==> src/rtl/zwps_pkg.sv <==
// ----------------------------------------------------------------------------
// zwps_pkg: zero-cross weld pulse sequencer shared types
// Phase codes, register indexes, state and configuration records.
// ----------------------------------------------------------------------------
`default_nettype none

package zwps_pkg;

  localparam int CountW = 8;
  localparam int CfgIdxW = 2;
  localparam int CfgDataW = 8;

  typedef enum logic [CfgIdxW-1:0] {
    REG_PRE_PULSE  = 2'd0,
    REG_PAUSE      = 2'd1,
    REG_WELD       = 2'd2,
    REG_COUNT_MODE = 2'd3
  } reg_idx_t;

  typedef enum logic [2:0] {
    PH_IDLE   = 3'd0,
    PH_PRE    = 3'd1,
    PH_PAUSE  = 3'd2,
    PH_MAIN   = 3'd3,
    PH_MANUAL = 3'd4
  } phase_t;

  typedef struct packed {
    logic [CountW-1:0] pre_pulse_periods;
    logic [CountW-1:0] pause_periods;
    logic [CountW-1:0] weld_periods;
    logic              pulse_count_mode;
  } cfg_t;

  typedef struct packed {
    phase_t            phase;
    logic [CountW-1:0] period_count;
    logic              triac_state;
    logic              prev_button;
  } seq_state_t;

endpackage

`default_nettype wire

==> src/rtl/zwps_if.sv <==
// ----------------------------------------------------------------------------
// zwps_if: sequencer channel interfaces
// Tick channel (crossing flag, button level) and result channel.
// ----------------------------------------------------------------------------
`default_nettype none

interface zwps_in_if;
  logic valid;
  logic ready;
  logic zero_cross;
  logic button_level;

  modport source (output valid, output zero_cross, output button_level, input ready);
  modport sink (input valid, input zero_cross, input button_level, output ready);
endinterface

interface zwps_out_if;
  logic valid;
  logic ready;
  logic triac_on;
  logic led_on;
  logic busy_res;

  modport source (output valid, output triac_on, output led_on, output busy_res,
                  input ready);
  modport sink (input valid, input triac_on, input led_on, input busy_res,
                output ready);
endinterface

`default_nettype wire

==> src/rtl/zwps_cfg_regs.sv <==
// ----------------------------------------------------------------------------
// zwps_cfg_regs: configuration register file
// Pulse counts and mode, written through a plain indexed write port.
// ----------------------------------------------------------------------------
`default_nettype none

module zwps_cfg_regs
  import zwps_pkg::*;
(
  input  wire logic                clk,
  input  wire logic                rst_n,
  input  wire logic                we,
  input  wire logic [CfgIdxW-1:0]  idx,
  input  wire logic [CfgDataW-1:0] wdata,
  output cfg_t                     cfg
);

  cfg_t cfg_r, cfg_nxt;

  always_comb begin
    cfg_nxt = cfg_r;
    if (we) begin
      unique case (reg_idx_t'(idx))
        REG_PRE_PULSE:  cfg_nxt.pre_pulse_periods = wdata;
        REG_PAUSE:      cfg_nxt.pause_periods = wdata;
        REG_WELD:       cfg_nxt.weld_periods = wdata;
        REG_COUNT_MODE: cfg_nxt.pulse_count_mode = wdata[0];
        default:        cfg_nxt = cfg_r;
      endcase
    end
  end

  always_ff @(posedge clk) begin
    if (!rst_n) begin
      cfg_r.pre_pulse_periods <= '0;
      cfg_r.pause_periods     <= '0;
      cfg_r.weld_periods      <= CountW'(1);
      cfg_r.pulse_count_mode  <= 1'b1;
    end else begin
      cfg_r <= cfg_nxt;
    end
  end

  assign cfg = cfg_r;

endmodule

`default_nettype wire

==> src/rtl/zwps_step.sv <==
// ----------------------------------------------------------------------------
// zwps_step: per-tick sequencer update
// Next phase, crossing count and triac state from one registered tick.
// ----------------------------------------------------------------------------
`default_nettype none

module zwps_step
  import zwps_pkg::*;
(
  input  wire cfg_t       cfg,
  input  wire seq_state_t cur,
  input  wire logic       zero_cross,
  input  wire logic       button_level,
  output seq_state_t      nxt
);

  logic [CountW:0]   inc;
  logic [CountW-1:0] inc_sat;
  logic [CountW-1:0] limit;
  logic              reached;
  phase_t            xph;

  always_comb begin
    nxt = cur;
    xph = cur.phase;
    if (cur.phase == PH_PRE && cfg.pre_pulse_periods == '0) begin
      xph = PH_MAIN;
    end
    unique case (xph)
      PH_PRE:   limit = cfg.pre_pulse_periods;
      PH_PAUSE: limit = cfg.pause_periods;
      default:  limit = cfg.weld_periods;
    endcase
    inc     = {1'b0, cur.period_count} + (CountW+1)'(1);
    inc_sat = inc[CountW] ? {CountW{1'b1}} : inc[CountW-1:0];
    // pre-skip clears the count before the increment
    if (xph != cur.phase) begin
      inc     = (CountW+1)'(1);
      inc_sat = CountW'(1);
    end
    reached = (inc >= {1'b0, limit});

    unique case (cur.phase)
      PH_IDLE: begin
        nxt.prev_button = button_level;
        if (button_level && !cur.prev_button) begin
          nxt.prev_button = 1'b1;
          if (cfg.pulse_count_mode) begin
            nxt.phase       = PH_PRE;
            nxt.triac_state = 1'b0;
          end else begin
            nxt.phase       = PH_MANUAL;
            nxt.triac_state = 1'b1;
          end
        end else if (zero_cross) begin
          nxt.triac_state = 1'b0;
        end
      end
      PH_MANUAL: begin
        if (!button_level) begin
          nxt.triac_state = 1'b0;
          nxt.phase       = PH_IDLE;
        end
      end
      PH_PRE, PH_PAUSE, PH_MAIN: begin
        if (zero_cross) begin
          nxt.phase = xph;
          if (xph != cur.phase) begin
            nxt.period_count = '0;
          end
          case (xph)
            PH_PRE: begin
              if (!cur.triac_state) begin
                nxt.period_count = '0;
                nxt.triac_state  = 1'b1;
              end else begin
                nxt.period_count = inc_sat;
                if (reached) begin
                  nxt.triac_state  = 1'b0;
                  nxt.period_count = '0;
                  nxt.phase        = PH_PAUSE;
                end
              end
            end
            PH_PAUSE: begin
              nxt.period_count = inc_sat;
              if (reached) begin
                nxt.period_count = '0;
                nxt.phase        = PH_MAIN;
              end
            end
            default: begin
              if (!cur.triac_state) begin
                nxt.period_count = '0;
                nxt.triac_state  = 1'b1;
              end else begin
                nxt.period_count = inc_sat;
                if (reached) begin
                  nxt.triac_state = 1'b0;
                  nxt.phase       = PH_IDLE;
                end
              end
            end
          endcase
        end
      end
      default: begin
        nxt.phase       = PH_IDLE;
        nxt.triac_state = 1'b0;
      end
    endcase
  end

endmodule

`default_nettype wire

==> src/rtl/zero_cross_weld_pulse_sequencer.sv <==
// ----------------------------------------------------------------------------
// zero_cross_weld_pulse_sequencer: triac weld pulse sequencer
// Counts mains zero crossings through pre pulse, pause and main pulse, or
// drives the triac directly while the button is held in manual mode.
// ----------------------------------------------------------------------------
//  channel  dir  payload                          beat when
//  in_ch    in   zero_cross, button_level         valid && ready
//  out_ch   out  triac_on, led_on, busy_res       valid && ready
//  cfg_*    in   cfg_idx, cfg_wdata (8 bit)       cfg_we
//
//  One tick per clock unless out_ch stalls: tick register, sequencer update,
//  result register; an input beat passes through both before its result beat.
//  in_ch.ready is high whenever the tick register is empty or drains into
//  the result register; an output stall backs up one tick in each stage.
//  Synchronous active-low reset; no clearing pass.
// ----------------------------------------------------------------------------
`default_nettype none

module zero_cross_weld_pulse_sequencer
  import zwps_pkg::*;
(
  input  wire logic                clk,
  input  wire logic                rst_n,
  zwps_in_if.sink                  in_ch,
  zwps_out_if.source               out_ch,
  input  wire logic                cfg_we,
  input  wire logic [CfgIdxW-1:0]  cfg_idx,
  input  wire logic [CfgDataW-1:0] cfg_wdata
);

  cfg_t       cfg;
  seq_state_t state_r, state_nxt;

  logic tick_vld_r;
  logic tick_zc_r;
  logic tick_btn_r;
  logic res_vld_r;
  logic res_triac_r;
  logic res_busy_r;
  logic res_adv;
  logic tick_adv;
  logic in_fire;

  zwps_cfg_regs u_cfg (
    .clk   (clk),
    .rst_n (rst_n),
    .we    (cfg_we),
    .idx   (cfg_idx),
    .wdata (cfg_wdata),
    .cfg   (cfg)
  );

  zwps_step u_step (
    .cfg          (cfg),
    .cur          (state_r),
    .zero_cross   (tick_zc_r),
    .button_level (tick_btn_r),
    .nxt          (state_nxt)
  );

  assign res_adv  = !res_vld_r || out_ch.ready;
  assign tick_adv = tick_vld_r && res_adv;
  assign in_ch.ready = !tick_vld_r || res_adv;
  assign in_fire  = in_ch.valid && in_ch.ready;

  always_ff @(posedge clk) begin
    if (!rst_n) begin
      tick_vld_r            <= 1'b0;
      res_vld_r             <= 1'b0;
      state_r.phase         <= PH_IDLE;
      state_r.period_count  <= '0;
      state_r.triac_state   <= 1'b0;
      state_r.prev_button   <= 1'b1;
    end else begin
      if (in_ch.ready) begin
        tick_vld_r <= in_ch.valid;
      end
      if (res_adv) begin
        res_vld_r <= tick_vld_r;
      end
      if (tick_adv) begin
        state_r <= state_nxt;
      end
    end
  end

  always_ff @(posedge clk) begin
    if (in_fire) begin
      tick_zc_r  <= in_ch.zero_cross;
      tick_btn_r <= in_ch.button_level;
    end
    if (tick_adv) begin
      res_triac_r <= state_nxt.triac_state;
      res_busy_r  <= (state_nxt.phase != PH_IDLE);
    end
  end

  assign out_ch.valid    = res_vld_r;
  assign out_ch.triac_on = res_triac_r;
  assign out_ch.led_on   = res_busy_r;
  assign out_ch.busy_res = res_busy_r;

  a_idle_triac_off: assert property (@(posedge clk) disable iff (!rst_n)
    state_r.phase == PH_IDLE |-> !state_r.triac_state)
    else $error("triac on while idle");

  a_pause_triac_off: assert property (@(posedge clk) disable iff (!rst_n)
    state_r.phase == PH_PAUSE |-> !state_r.triac_state)
    else $error("triac on during pause");

  a_pause_count_hold: assert property (@(posedge clk) disable iff (!rst_n)
    (tick_adv && !tick_zc_r && state_r.phase == PH_PAUSE)
      |=> $stable(state_r.period_count))
    else $error("pause count moved without a crossing");

  a_result_tracks_state: assert property (@(posedge clk) disable iff (!rst_n)
    tick_adv |=> (res_triac_r == state_r.triac_state) &&
                 (res_busy_r == (state_r.phase != PH_IDLE)))
    else $error("result register out of step with state");

endmodule

`default_nettype wire

==> src/flat_wrapper.sv <==
// flat-port wrapper written by rule: the top's interface ports become plain ports
module zero_cross_weld_pulse_sequencer_flat import zwps_pkg::*;
  (clk, rst_n, cfg_we, cfg_idx, cfg_wdata, in_ch_valid, in_ch_zero_cross, in_ch_button_level, in_ch_ready, out_ch_valid, out_ch_triac_on, out_ch_led_on, out_ch_busy_res, out_ch_ready);
  zwps_in_if in_ch_i ();
  zwps_out_if out_ch_i ();
  input  wire logic clk;
  input  wire logic rst_n;
  input  wire logic cfg_we;
  input  wire logic [CfgIdxW-1:0] cfg_idx;
  input  wire logic [CfgDataW-1:0] cfg_wdata;
  input wire logic [$bits(in_ch_i.valid)-1:0] in_ch_valid;
  input wire logic [$bits(in_ch_i.zero_cross)-1:0] in_ch_zero_cross;
  input wire logic [$bits(in_ch_i.button_level)-1:0] in_ch_button_level;
  output wire logic [$bits(in_ch_i.ready)-1:0] in_ch_ready;
  output wire logic [$bits(out_ch_i.valid)-1:0] out_ch_valid;
  output wire logic [$bits(out_ch_i.triac_on)-1:0] out_ch_triac_on;
  output wire logic [$bits(out_ch_i.led_on)-1:0] out_ch_led_on;
  output wire logic [$bits(out_ch_i.busy_res)-1:0] out_ch_busy_res;
  input wire logic [$bits(out_ch_i.ready)-1:0] out_ch_ready;
  assign in_ch_i.valid = in_ch_valid;
  assign in_ch_i.zero_cross = in_ch_zero_cross;
  assign in_ch_i.button_level = in_ch_button_level;
  assign in_ch_ready = in_ch_i.ready;
  assign out_ch_valid = out_ch_i.valid;
  assign out_ch_triac_on = out_ch_i.triac_on;
  assign out_ch_led_on = out_ch_i.led_on;
  assign out_ch_busy_res = out_ch_i.busy_res;
  assign out_ch_i.ready = out_ch_ready;
  zero_cross_weld_pulse_sequencer u_core (.clk(clk), .rst_n(rst_n), .in_ch(in_ch_i), .out_ch(out_ch_i), .cfg_we(cfg_we), .cfg_idx(cfg_idx), .cfg_wdata(cfg_wdata));
endmodule
==> config.mk <==
export PLATFORM = sky130hd
export DESIGN_NAME = zero_cross_weld_pulse_sequencer_flat
export DESIGN_NICKNAME = d
export VERILOG_FILES = /design/src/rtl/zwps_pkg.sv /design/src/rtl/zwps_if.sv /design/src/rtl/zwps_cfg_regs.sv /design/src/rtl/zwps_step.sv /design/src/rtl/zero_cross_weld_pulse_sequencer.sv /design/src/flat_wrapper.sv
export SDC_FILE = /design/constraint.sdc
export NUM_CORES = 1
export LEC_CHECK = 0
export BUFFER_PORTS_ARGS = -buffer_cell sky130_fd_sc_hd__buf_2
export CAP_MARGIN = 30
export CORE_AREA = 2 2 68 70
export CTS_CLUSTER_DIAMETER = 80
export DETAILED_ROUTE_END_ITERATION = 8
export DIE_AREA = 0 0 70 72
export GPL_TIMING_DRIVEN = 0
export PLACE_DENSITY = 0.88
export SKIP_LAST_GASP = 1
export SLEW_MARGIN = 5
export SYNTH_ARGS = -nofsm -noshare
export SYNTH_HDL_FRONTEND = slang
export SYNTH_SLANG_ARGS = --single-unit
==> constraint.sdc <==
create_clock -name clk -period 7.59 [get_ports clk]
set_input_delay 0.3795 -clock clk [delete_from_list [all_inputs] [get_ports clk]]
set_output_delay 0.3795 -clock clk [all_outputs]
set_load 0.01 [all_outputs]
==> key figures <==
Yosys
  – Adder-cell share of the synthesized area: 4.46%
  – Distinct cells, synth: 51
  – Mux share of post-synthesis cell area: 7.13%
  – Post-synthesis sequential area ratio: 36.5%
  – Syn_area_per_cell: 8.68 um2
  – XOR/XNOR Fraction of Synth Area: 1.04%
  – Synth top area cells: dfxtp_1 32%, mux2i_1 7.1%, nand2_1 6.1%, nor2b_1 5.2%, edfxtp_1 4.8%
  – Main combinational cell family by area after synthesis: simple AND/OR/NAND/NOR gates
  – Compound-Gate Fraction of Synth Area: between 20% and 30%
  – Synth top area share: approximately a third
  – Post-synth EDFFs: 4
  – Cells after synthesis: slightly below 300
  – Post-synthesis simple-gate area fraction: 25.6%
  – Syn Nets: 317
  – Cell taking the most area after synthesis: dfxtp_1
  – Synth warn: 0
  – Mapped Area: 2530 um2
  – Register bit count reported by yosys: 44
  – Ys async rst share: 0%
  – Prevailing post-synth register cell: dfxtp_1

Timing
  – Setup ws final: 4070 ps
  – Relative slew slack: 54.9%
  – Fmax: 284 MHz
  – Worst-Margin Slew: 677 ps
  – Final setup viols: 0
  – Slew Limit Fails: 0
  – Clock Skews: between 4 and 5 ps
  – Final hold violation count: 0
  – Setup TNS: 0 ps
  – Final period util: 46.4%
  – Hold slack: approximately 250 ps
  – Final min period: 3520 ps
  – RSZ-0062 raised after global routing: no

Critical path
  – Peak fanout along the critical path: 10
  – Buf+Inv Stages, Crit Path: 2
  – Worst EP arrival: 3560 ps
  – CP required: around 7600 ps
  – Worst-path cell chain: nor4_4 > nand2_1 > a21oi_2 > buf_2 > a222oi_1 > ha_1 > a211oi_1 > nand2_1 > a31oi_1 > o21a_4 > buf_6 > a2bb2oi_2 > nand4_1
  – CP max stage cell: nor4_4
  – Crit path max-delay family: compound AO/OA/AOI/OAI gates
  – Startpoint Class: flip-flop
  – Crit. End Element: flip-flop
  – WS Path Type: reg2reg
  – Largest stage delay, worst path: 520 ps
  – Cell mode on critical path: nand2_1

Die
  – Core footprint: roughly 4300 um2
  – Initial cell density of the core: 59.2%
  – Die height: 72 um
  – Die area: 5040 um2
  – Io pins: 22
  – # rows: 24
  – Die X: 70 um

Global routing
  – Largest net degree at the start of global routing: 15
  – All-Layer GR Usage: 24.8%
  – Vias in the first global route: 2,236
  – Initial antenna violation count: 0
  – First-pass GRT wire length: 10,000 um
  – Grt total ovfl: 0

Placed design
  – DP Wirelength: 4290 um
  – Final GP Congestion: between 0.9 and 1
  – Dpl ws: 4140 ps
  – Port Buf Inserts: 21

Power and ir drop
  – Cell area power density: 171 nW/um2
  – Leakage: 1.11 nW
  – VDD IR max: 0.165 mV
  – Tot Pwr: 0.000475 W

CTS
  – Buffer count from post-CTS setup fixing: 0
  – CTS tree: done
  – Clock Latency Late Sink: 300 ps
  – Hold buffer count at cts: 0
  – TritonCTS Buffers: 5
  – Clk sinks: 44
  – Reg clk slew, reported paths: approximately 90 ps
  – # resized after CTS: 0
  – Root buffer cell: clkbuf_8
  – H-tree depth: 2
  – Maximum clock path buffer count: 2

Worst hold path
  – Worst hold path type: in2reg

Drt
  – DR iter-0 viols: 227
  – Vias per inst: 6.18
  – Via count: 2,300
  – Final WL: 5900 um
  – DRC errors left: 0
  – Routed Antenna Nets: 0
  – Drt first pass iters: 7
  – WL per Instance: ~16 um

Final layout
  – Proportion of layout cells with a drive suffix above 1: 15.3%
  – Fillers: 349
  – Final Util: 65.3%
  – N_diodes: 0
  – Fin nets: approximately 350
  – Synth-to-Final Area Change: 10.2%

Status
  – Status: finished, final reports clean

Flow run
  – Max-cap violations: 0
worst reg2reg max path: stages (launching register included):
cell and delay [ps]:
dfxtp_1 360, nor4_4 520, nand2_1 130, a21oi_2 340, buf_2 300, a222oi_1 120
ha_1 320, a211oi_1 230, nand2_1 80, a31oi_1 200, o21a_4 210, buf_6 160
a2bb2oi_2 160, nand4_1 120
report_power, final:
part | switching [W] | internal (W)
Combinational | 0.0000468 | 0.0000329
Clock | 0.0000826 | 0.0000642
Sequential | 0.00000607 | 0.000243
Total | 0.000136 | 0.000340
path summary, 6_finish.rpt:
| kind | from | end | slack, ps | depth (start not counted) |
|---|---|---|---|---|
| max | u_core.u_cfg.cfg[17]$_SDFFE_PN0P_ | u_core.out_ch.busy_res$_DFFE_PP_ | 4070 | 13 |
| min | in_ch_button_level | u_core.tick_btn_r$_DFFE_PP_ | 250 | 1 |
| max reg2reg | u_core.u_cfg.cfg[17]$_SDFFE_PN0P_ | u_core.out_ch.busy_res$_DFFE_PP_ | 4070 | 13 |
| min reg2reg | u_core.u_cfg.cfg[2]$_SDFFE_PN0P_ | u_core.u_cfg.cfg[2]$_SDFFE_PN0P_ | 470 | 2 |
cells in the mapped netlist (3+ instances only):
cell type / number
nand2_1: 41
dfxtp_1: 40
nor2b_1: 21
mux2i_1: 18
o21ai_0: 16
a21oi_1: 13
nor2_1: 11
clkbuf_1: 9
ha_1: 9
inv_1: 9
a222oi_1: 8
nand3_1: 8
and2_1: 7
a21boi_0: 5
buf_2: 5
and3_1: 4
edfxtp_1: 4
nor3_1: 4
o21a_1: 4
o221ai_1: 4
a31oi_1: 3
nand2b_1: 3
nand4_1: 3
nor3b_1: 3
o22ai_1: 3
or3_1: 3
xnor2_1: 3
metal layers:
layer / global-route usage (%) / part of all wire [%] / vias to the layer above
li1: - / - / 1111
met1: 29.9 / 41 / 1074
met2: 43.0 / 50 / 96
met3: 5.42 / 6.1 / 19
met4: 10.7 / 3.0 / 0
met5: 0 / 0 / -
cell families after synthesis:
group	after synthesis
xor gates and xnor gates	3
adders and majority gates	9
muxes	18
AOI/OAI and AO/OA	73
buffers and inverters	27
DFF	44
and+or+nand+nor	117
state kept, by name, summed over array words and instances (netlist names):
name,cells
u_core.u_cfg.cfg,25
u_core.tick_btn_r,1
u_core.out_ch.triac_on,1
u_core.state_r,13
u_core.out_ch.busy_res,1
u_core.out_ch.valid,1
u_core.tick_vld_r,1
u_core.tick_zc_r,1
stage by stage:
step	cells	cell area (um2)
global route	372	2780
CTS	372	2780
detailed placement	364	2700
floorplan	291	2530
global placement	364	2700
finish	372	2780
cell type report:
cell class              count  area, um2  share of cell area [%]
plain buffers              18       88.8                    3.19
clock buffers               5       68.8                    2.47
clock inverters             3       18.8                   0.674
inverters                   9       33.8                    1.21
multi-input cells         220       1480                    53.3
flip-flops and latches     44        921                    33.1
well taps                  52       65.1                    2.34
repair buffers             21        105                    3.78
cells in the final DEF (no fill, tap or decap), types with 4 or more instances in the layout:
cell type / instances
buf_2: 26
nor2b_1: 21
a21boi_0: 5
and2_1: 7
a21oi_1: 13
nor3_1: 4
clkbuf_8: 5
nand3_1: 8
and3_1: 4
dfxtp_1: 40
nor2_1: 11
o21ai_0: 16
inv_1: 9
ha_1: 9
o21a_1: 4
edfxtp_1: 4
a222oi_1: 8
mux2i_1: 18
o221ai_1: 4
nand2_1: 41
clkbuf_1: 9
Power figures use the tool's default switching activity.
